## src/hw/rtl/bounded_stack_with_min_defines.svh

```systemverilog
// ------------------------------------------------------------------------
// Assertion macros for the min-tracking stack
// Shared property forms, clocked on the rising edge, held off in reset.
// ------------------------------------------------------------------------
`ifndef BOUNDED_STACK_WITH_MIN_DEFINES_SVH
`define BOUNDED_STACK_WITH_MIN_DEFINES_SVH

// same-cycle implication
`define BSM_ASSERT_NOW(lbl, clk, rst_n, ante, cons, msg) \
    lbl: assert property (@(posedge clk) disable iff (!rst_n) (ante) |-> (cons)) \
        else $error(msg);

// next-cycle implication
`define BSM_ASSERT_NEXT(lbl, clk, rst_n, ante, cons, msg) \
    lbl: assert property (@(posedge clk) disable iff (!rst_n) (ante) |=> (cons)) \
        else $error(msg);

`endif

```

## src/hw/rtl/bsm_pkg.sv

```systemverilog
// ------------------------------------------------------------------------
// bsm_pkg
// Types and codes shared by the min-tracking stack modules.
// ------------------------------------------------------------------------
`default_nettype none

package bsm_pkg;

    typedef enum logic [1:0] {
        FUNC_PUSH  = 2'd0,
        FUNC_POP   = 2'd1,
        FUNC_QUERY = 2'd2
    } t_func;

    typedef enum logic [1:0] {
        ERR_NONE  = 2'd0,
        ERR_FULL  = 2'd1,
        ERR_EMPTY = 2'd2
    } t_err;

    localparam logic signed [31:0] WORD_NEG_ONE = 32'shFFFF_FFFF;

    // first member in the highest bits: popped_word lands in bits [31:0]
    typedef struct packed {
        logic [4:0]         pad;
        t_err               error_code;
        logic [6:0]         fill_level;
        logic               is_full;
        logic               is_empty;
        logic signed [31:0] min_word;
        logic signed [31:0] top_word;
        logic signed [31:0] popped_word;
    } t_result;

endpackage

`default_nettype wire

```

## src/hw/rtl/bsm_store.sv

```systemverilog
// ------------------------------------------------------------------------
// bsm_store
// Word and running-minimum memories below the top of stack, one write
// port and one registered read port.
// ------------------------------------------------------------------------
`default_nettype none

module bsm_store #(
    parameter int DEPTH = 64,
    parameter int AW    = 6
) (
    input  wire                  i_clk,
    input  wire                  i_wr_en,
    input  wire [AW-1:0]         i_wr_addr,
    input  wire signed [31:0]    i_wr_word,
    input  wire signed [31:0]    i_wr_min,
    input  wire                  i_rd_en,
    input  wire [AW-1:0]         i_rd_addr,
    output logic signed [31:0]   o_rd_word,
    output logic signed [31:0]   o_rd_min
);

    logic signed [31:0] r_word_mem [DEPTH];
    logic signed [31:0] r_min_mem  [DEPTH];

    always_ff @(posedge i_clk) begin
        if (i_wr_en) begin
            r_word_mem[i_wr_addr] <= i_wr_word;
            r_min_mem[i_wr_addr]  <= i_wr_min;
        end
    end

    always_ff @(posedge i_clk) begin
        if (i_rd_en) begin
            o_rd_word <= r_word_mem[i_rd_addr];
            o_rd_min  <= r_min_mem[i_rd_addr];
        end
    end

endmodule

`default_nettype wire

```

## src/hw/rtl/bsm_out_q.sv

```systemverilog
// ------------------------------------------------------------------------
// bsm_out_q
// Two-entry result queue between the stack core and the output channel.
// ------------------------------------------------------------------------
`default_nettype none

module bsm_out_q (
    input  wire               i_clk,
    input  wire               i_rst_n,
    input  wire               i_wr_valid,
    input  bsm_pkg::t_result  i_wr_data,
    output logic              o_full,
    output logic              o_rd_valid,
    output bsm_pkg::t_result  o_rd_data,
    input  wire               i_rd_ready
);

    bsm_pkg::t_result r_ent [2];
    logic             r_wptr;
    logic             r_rptr;
    logic [1:0]       r_cnt;
    logic             w_pop;

    assign o_rd_valid = (r_cnt != 2'd0);
    assign o_full     = (r_cnt == 2'd2);
    assign o_rd_data  = r_ent[r_rptr];
    assign w_pop      = o_rd_valid && i_rd_ready;

    always_ff @(posedge i_clk) begin
        if (i_wr_valid) begin
            r_ent[r_wptr] <= i_wr_data;
        end
    end

    always_ff @(posedge i_clk) begin
        if (!i_rst_n) begin
            r_wptr <= 1'b0;
            r_rptr <= 1'b0;
            r_cnt  <= 2'd0;
        end else begin
            if (i_wr_valid) begin
                r_wptr <= ~r_wptr;
            end
            if (w_pop) begin
                r_rptr <= ~r_rptr;
            end
            case ({i_wr_valid, w_pop})
                2'b10:   r_cnt <= r_cnt + 2'd1;
                2'b01:   r_cnt <= r_cnt - 2'd1;
                default: r_cnt <= r_cnt;
            endcase
        end
    end

endmodule

`default_nettype wire

```

## src/hw/rtl/bounded_stack_with_min.sv

```systemverilog
// ------------------------------------------------------------------------
// bounded_stack_with_min
// Bounded LIFO of signed words with a running minimum kept per level.
//
// Input beat: tuser selects push, pop or query, tdata carries the word.
// Every input beat yields one output beat with the popped word, top,
// minimum, empty and full flags, fill level and error code.
// Top of stack and its minimum sit in registers; lower levels live in two
// memories, each with one write port and one registered read port.
// Push, query and pops that leave the stack empty: the result is queued at
// the accepting edge; a new beat is taken every cycle while the result
// queue has room.
// Pop leaving one or more words: the result waits in ST_POP for the memory
// read of the new top; tready drops while in ST_POP.
// Reset: level returns to zero; memories are not cleared, entries are
// only read after being written.
// Receiver stall: a two-entry result queue absorbs results; tready also
// drops while the queue is full.
// ------------------------------------------------------------------------
`default_nettype none

`include "bounded_stack_with_min_defines.svh"

module bounded_stack_with_min #(
    parameter int DEPTH = 64
) (
    input  wire           i_clk,
    input  wire           i_rst_n,
    input  wire           i_s_tvalid,
    output logic          o_s_tready,
    input  wire [31:0]    i_s_tdata,   // value[31:0]
    input  wire [1:0]     i_s_tuser,   // func[1:0]
    output logic          o_m_tvalid,
    input  wire           i_m_tready,
    // popped_word[31:0], top_word[63:32], min_word[95:64], is_empty[96],
    // is_full[97], fill_level[104:98], error_code[106:105], zero[111:107]
    output logic [111:0]  o_m_tdata
);

    localparam int AW = (DEPTH > 1) ? $clog2(DEPTH) : 1;
    localparam int LW = $clog2(DEPTH + 1);

    typedef enum logic [1:0] {
        ST_IDLE = 2'b01,
        ST_POP  = 2'b10
    } t_state;

    t_state             r_state, n_state;
    logic [LW-1:0]      r_level, n_level;
    logic signed [31:0] r_top, n_top;
    logic signed [31:0] r_min, n_min;
    logic signed [31:0] r_popped, n_popped;

    logic               w_accept;
    logic               w_q_full;
    logic               w_wr_en;
    logic               w_rd_en;
    logic [LW-1:0]      w_lvl_m1;
    logic [LW-1:0]      w_lvl_m2;
    logic signed [31:0] w_val;
    logic signed [31:0] w_rd_word;
    logic signed [31:0] w_rd_min;
    logic               w_res_valid;
    logic signed [31:0] w_res_popped;
    bsm_pkg::t_err      w_res_err;
    logic [LW+6:0]      w_lvl_ext;
    bsm_pkg::t_result   w_res;
    bsm_pkg::t_result   w_q_data;

    assign o_s_tready = (r_state == ST_IDLE) && !w_q_full;
    assign w_accept   = i_s_tvalid && o_s_tready;
    assign w_val      = $signed(i_s_tdata);
    assign w_lvl_m1   = r_level - 1'b1;
    assign w_lvl_m2   = r_level - 2'd2;

    always_comb begin
        n_state      = r_state;
        n_level      = r_level;
        n_top        = r_top;
        n_min        = r_min;
        n_popped     = r_popped;
        w_wr_en      = 1'b0;
        w_rd_en      = 1'b0;
        w_res_valid  = 1'b0;
        w_res_popped = bsm_pkg::WORD_NEG_ONE;
        w_res_err    = bsm_pkg::ERR_NONE;
        case (r_state)
            ST_IDLE: begin
                if (w_accept) begin
                    w_res_valid = 1'b1;
                    case (i_s_tuser)
                        bsm_pkg::FUNC_PUSH: begin
                            if (r_level == LW'(DEPTH)) begin
                                w_res_err = bsm_pkg::ERR_FULL;
                            end else begin
                                w_wr_en = (r_level != '0);
                                n_top   = w_val;
                                n_min   = ((r_level != '0) && (r_min < w_val)) ? r_min : w_val;
                                n_level = r_level + 1'b1;
                            end
                        end
                        bsm_pkg::FUNC_POP: begin
                            if (r_level == '0) begin
                                w_res_err = bsm_pkg::ERR_EMPTY;
                            end else begin
                                w_res_popped = r_top;
                                n_level      = w_lvl_m1;
                                if (w_lvl_m1 != '0) begin
                                    w_rd_en     = 1'b1;
                                    n_popped    = r_top;
                                    n_state     = ST_POP;
                                    w_res_valid = 1'b0;
                                end
                            end
                        end
                        default: begin
                        end
                    endcase
                end
            end
            ST_POP: begin
                n_top        = w_rd_word;
                n_min        = w_rd_min;
                w_res_popped = r_popped;
                w_res_valid  = 1'b1;
                n_state      = ST_IDLE;
            end
            default: begin
                n_state = ST_IDLE;
            end
        endcase
    end

    assign w_lvl_ext = {7'd0, n_level};

    always_comb begin
        w_res             = '0;
        w_res.popped_word = w_res_popped;
        w_res.is_empty    = (n_level == '0);
        w_res.is_full     = (n_level == LW'(DEPTH));
        w_res.top_word    = w_res.is_empty ? bsm_pkg::WORD_NEG_ONE : n_top;
        w_res.min_word    = w_res.is_empty ? bsm_pkg::WORD_NEG_ONE : n_min;
        w_res.fill_level  = w_lvl_ext[6:0];
        w_res.error_code  = w_res_err;
    end

    always_ff @(posedge i_clk) begin
        if (!i_rst_n) begin
            r_state <= ST_IDLE;
            r_level <= '0;
        end else begin
            r_state <= n_state;
            r_level <= n_level;
        end
    end

    always_ff @(posedge i_clk) begin
        r_top    <= n_top;
        r_min    <= n_min;
        r_popped <= n_popped;
    end

    bsm_store #(
        .DEPTH (DEPTH),
        .AW    (AW)
    ) u_store (
        .i_clk     (i_clk),
        .i_wr_en   (w_wr_en),
        .i_wr_addr (w_lvl_m1[AW-1:0]),
        .i_wr_word (r_top),
        .i_wr_min  (r_min),
        .i_rd_en   (w_rd_en),
        .i_rd_addr (w_lvl_m2[AW-1:0]),
        .o_rd_word (w_rd_word),
        .o_rd_min  (w_rd_min)
    );

    bsm_out_q u_out_q (
        .i_clk      (i_clk),
        .i_rst_n    (i_rst_n),
        .i_wr_valid (w_res_valid),
        .i_wr_data  (w_res),
        .o_full     (w_q_full),
        .o_rd_valid (o_m_tvalid),
        .o_rd_data  (w_q_data),
        .i_rd_ready (i_m_tready)
    );

    assign o_m_tdata = w_q_data;

    `BSM_ASSERT_NEXT(a_pop_waits_read, i_clk, i_rst_n,
        w_accept && (i_s_tuser == bsm_pkg::FUNC_POP) && (r_level > LW'(1)),
        (r_state == ST_POP) && !o_s_tready, "deep pop did not wait for memory read")
    `BSM_ASSERT_NEXT(a_push_grows, i_clk, i_rst_n,
        w_accept && (i_s_tuser == bsm_pkg::FUNC_PUSH) && (r_level != LW'(DEPTH)),
        r_level == $past(r_level) + 1'b1, "accepted push did not raise level")
    `BSM_ASSERT_NOW(a_level_bound, i_clk, i_rst_n, 1'b1,
        r_level <= LW'(DEPTH), "level above depth")

endmodule

`default_nettype wire
```

## config.mk

```make
export PLATFORM = sky130hd
export DESIGN_NAME = bounded_stack_with_min
export DESIGN_NICKNAME = d
export VERILOG_FILES = /design/src/hw/rtl/bsm_pkg.sv /design/src/hw/rtl/bsm_store.sv /design/src/hw/rtl/bsm_out_q.sv /design/src/hw/rtl/bounded_stack_with_min.sv
export VERILOG_INCLUDE_DIRS = /design/src /design/src/hw/rtl
export SDC_FILE = /design/constraint.sdc
export NUM_CORES = 2
export LEC_CHECK = 0
export BUFFER_PORTS_ARGS = -buffer_cell sky130_fd_sc_hd__buf_2
export CELL_PAD_IN_SITES_DETAIL_PLACEMENT = 2
export CELL_PAD_IN_SITES_GLOBAL_PLACEMENT = 2
export CORE_MARGIN = 2
export CORE_UTILIZATION = 47
export CTS_CLUSTER_SIZE = 10
export DETAILED_ROUTE_END_ITERATION = 12
export PLACE_DENSITY_LB_ADDON = 0.1
export SETUP_SLACK_MARGIN = 0.1
export SYNTH_ARGS = -nofsm -noshare
export SYNTH_HDL_FRONTEND = slang
export SYNTH_MEMORY_MAX_BITS = 65536
export SYNTH_SLANG_ARGS = --single-unit
```

## constraint.sdc

```tcl
create_clock -name i_clk -period 7.5 [get_ports i_clk]
set_input_delay 0.375 -clock i_clk [delete_from_list [all_inputs] [get_ports i_clk]]
set_output_delay 0.375 -clock i_clk [all_outputs]
set_load 0.005 [all_outputs]
```

==> impl_metrics.toml, run 1 <==
[floorplanning]
die_width_um = 609
rows = 222
dieHeight_um = 609
num_io_pins = 152
start_util_pct = 47.2

[synth]
synthArstFlopShare_pct = 0
yosysWarnings = 0
synthCells = 7263
synth_area_per_cell_um2 = 23.7
synth_edf_count = 4406
synth.most_common_cell = "edfxtp_1"
yosys-top-cells-count = "4406 x edfxtp_1, 1344 x mux4_2, 290 x clkbuf_1"
synth.distinct_cells = 60
dominantRegCellSynth = "edfxtp_1"
synth_top_cell_by_area = "edfxtp_1"
ys_seq_area_share_pct = 77.7
synth.area.top_cells = "edfxtp_1 77%, mux4_2 18%, dfxtp_1 0.91%"
ys_ff_latch = 4484
synth_top_area_share_pct = 76.8
synthesis.area_um2 = 172000

[status]
failing_step = "detailed placement"
first-error = "[ERROR DPL-0033] detailed placement checks failed during check placement."
run_status = "did not finish"

[placement]
dp_hpwl_mm = 331
portBuffers = 146
gp_congestion = 0.791
## stage by stage
step              std cells  area [um^2]  hold slack, ns  setup WS, ns
global placement      12082       181000           0.423          2.09
floorplan              7267       172000           0.458          1.20
## logic make-up after synthesis
family / after synthesis / share of synthesized area (%)
DFF: 4484 / 77.7
muxes: 1452 / 18.3
buffers and inverters: 495 / 1.12
and+or+nand+nor: 435 / 1.19
AOI/OAI and AO/OA: 342 / 1.33
adders and majority gates: 39 / 0.283
xor gates and xnor gates: 15 / 0.0763
other: 1 / 0.00218
==> run 2: changes to the inputs <==
CELL_PAD_IN_SITES_DETAIL_PLACEMENT = not set   (was 2)
CELL_PAD_IN_SITES_GLOBAL_PLACEMENT = not set   (was 2)
CORE_UTILIZATION = 40   (was 47)
CTS_CLUSTER_SIZE = not set   (was 10)
PLACE_DENSITY_LB_ADDON = 0.15   (was 0.1)
SETUP_SLACK_MARGIN = not set   (was 0.1)
clock period = 9.8 ns   (was 7.5 ns; I/O delays follow)
==> impl_metrics.toml, run 2 <==
[placement]
portBuffers = 146
dp_hpwl_mm = 270
post-place-ws_ns = 3.74
gp_congestion = 0.823

[clock_network]
ctsLongestPathBuffers = 4
tritoncts = "done"
cts-resized-gates = 0
holdBufCountCts = 2
clock-sinks = 4484
clk_pin_slew_ns = 0.06
clock_latency_ns = 1.03
cts_inserted_buffers = 462
cts_setup_buffers = 0
clockRootBuffer = "clkbuf_16"
htree_levels = 5

[critical_path]
endpoint = "u_store.o_rd_word[9]"
startpoint = "r_level[0]"
slowest_delay_ns = 0.84
crit_family = "buffers and inverters"
ff2ff_setup_slack_ns = 3.97
r2r-end = "u_store.o_rd_word[9]"
worstPathBufferInverterCount = 4
critPathSlowestCell = "dfxtp_4"
path_class = "reg -> reg"
arrival_ns = 6.56
cp.depth = 7
cp-start-kind = "register"
crit_top_cell = "buf_4"
path_max_fanout = 44
worstPathCellList = "buf_4 -> buf_4 -> buf_4 -> buf_4 -> mux4_2 -> mux4_2 -> mux4_2"
ff2ff_path_depth = 7
cp_data_required_time_ns = 10.52
timing.rr.start = "r_level[0]"
endpoint_kind = "register"

[timing]
finalMaxSlewViolations = 0
setup_violations = 0
fmax_ghz = 0.171
clock_skew_ns = 0.0652
fin_crit_ns = 5.83
tightest_slew_ns = 1.35
maxSlewHeadroom_pct = 10.3
layout_setup_ws_ns = 3.97
min_period_over_period_pct = 59.5
fin_tns_setup_ns = 0
hold_violations = 0
rsz0062_at_grt = "false"

[synth]
ys_ff_latch = 4484
dominantRegCellSynth = "edfxtp_1"
yosys-top-cells-count = "4406 x edfxtp_1, 1344 x mux4_2, 290 x clkbuf_1"
synthSimpleGateAreaFrac_pct = 1.19
synth_area_per_cell_um2 = 23.7
synth.most_common_cell = "edfxtp_1"
synth.distinct_cells = 60
synthAdderAreaFrac_pct = 0.283
synth_edf_count = 4406
synthArstFlopShare_pct = 0
synthCells = 7263
synth_top_area_share_pct = 76.8
synthesis.area_um2 = 172000
synth_top_family_by_area = "multiplexers"
ys_seq_area_share_pct = 77.7
synth-compound-area-share_pct = 1.33
synthXorXnorAreaFrac_pct = 0.0763
yosysWarnings = 0
synth_top_cell_by_area = "edfxtp_1"
synth_mux_area_share_pct = 18.3
synth.area.top_cells = "edfxtp_1 77%, mux4_2 18%, dfxtp_1 0.91%"

[finish]
drive_gt1_share_pct = 32.7
final_common_cell = "edfxtp_1"
fillers = 35306
reg_top3 = "u_store.r_min_mem (2048), u_store.r_word_mem (2048), u_out_q.r_ent (214)"
layout.nets = 7778
areaGrowthSynthToFinish_pct = 14.0
multi_input_area_um2 = 37100
layout_common_cells = "4406 x edfxtp_1, 1344 x mux4_2, 464 x clkbuf_16"
seq_area_um2 = 134000

[detailed_routing]
route.vias.total = 83647
drtIter0Drc = 11515
viasPerCell = 6.06
postRouteAntennaNets = 0
drt_first_pass_iters = 6
drc = 0
postRouteWirelength_mm = 527
routedWlPerCell_um = 38.2

[floorplanning]
num_io_pins = 152
dieHeight_um = 660
coreArea_um2 = 428000
rows = 240
dieArea_um2 = 436000
die_width_um = 660
start_util_pct = 40.3

[power]
sw_frac_of_total_pct = 26.8
internal_power_uw = 36800
p_clk_share_pct = 34.5
ir_drop_v = 0.000174
p_seq_share_pct = 50.1
power.density_nw_per_um2 = 256
p_leak_uw = 0.0592
p_switching_uw = 13400
pwr-share-comb_pct = 15.4
finalPower_uw = 50300

[grt]
grt-ovfl-total = 0
globalRouteTotalUtil_pct = 23.9
grt_max_degree = 150
antenna_found_initial = 41
grt_pass1_wl_mm = 715
grt_pass1_vias = 83801

[status]
run_status = "finished, final reports clean"

[run]
maxCapViolCount = 0

[worst_hold_path]
hold_path_class = "in -> reg"
run 2: cell counts after synthesis:
No cell type changed its count.
run 2: per-layer routing:
metal / wire, um / GRT usage, % / vias to the layer above
met1: 213000 / 33.0 / 46632
met4: 20700 / 8.52 / 22
li1: - / - / 32224
met5: 142 / 0 / -
met3: 36300 / 3.13 / 885
met2: 257000 / 39.4 / 3884
run 2: worst min-delay path by stage:
stage / end / startpoint / depth (start not counted) / slack, ns
2_1_floorplan: r_top[0] / u_store.o_rd_word[0] / 2 / 0.46
3_3_place_gp: u_out_q.r_cnt[1] / u_out_q.r_cnt[1] / 2 / 0.49
3_5_place_dp: r_top[17] / u_store.o_rd_word[17] / 2 / 0.50
4_1_cts: u_out_q.r_ent[1][106] / i_s_tuser[0] / 3 / 0.02
5_1_grt: u_out_q.r_ent[1][106] / i_s_tuser[0] / 3 / 0.07
6_report: u_out_q.r_ent[0][106] / i_s_tuser[0] / 3 / 0.09
run 2: power by group through the flow:
stage / Combinational, uW / Sequential (uW) / Clock [uW]
after global routing: 8210 / 25300 / 18300
after global placement: 7570 / 25500 / 0
after detailed placement: 7750 / 25600 / 0
final: 7720 / 25200 / 17300
after floorplan: 3790 / 26100 / 0
after CTS: 7760 / 25200 / 17600
run 2: layout make-up:
class / instances / area share [%]
clock buffers: 598 / 6.27
diodes: 14 / 0.0178
multi-input cells: 2288 / 18.9
flip-flops and latches: 4484 / 68.2
inverters: 81 / 0.155
well taps: 5687 / 3.62
repair buffers: 384 / 1.56
clock inverters: 269 / 1.27
run 2: worst reg2reg max path, stage by stage (launching register included):
cell and delay [ns]:
dfxtp_4 0.84, buf_4 0.77, buf_4 0.70, buf_4 0.71, buf_4 0.91, mux4_2 0.63
mux4_2 0.52, mux4_2 0.47
run 2: per-stage QoR:
stage,std cells,hold WS (ns),area [um^2],utilization [%]
floorplan,7267,0.458,172000,-
global placement,12921,0.487,182000,42.4
detailed placement,12921,0.496,182000,42.4
CTS,13790,0.0188,196000,45.9
global route,13794,0.0692,196000,45.9
finish,13805,0.0936,196000,45.9
run 2: kinds of logic (layout without fill, tap and decap cells):
| group | Yosys count | count (layout) |
|---|---|---|
| fa+ha+maj | 39 | 39 |
| xor+xnor | 15 | 15 |
| buf+inv | 495 | 1332 |
| flops | 4484 | 4484 |
| simple gates | 435 | 435 |
| mux | 1452 | 1452 |
| compound gates | 342 | 342 |
| other cells | 1 | 19 |
No activity file was read; power rests on OpenSTA's default activity.
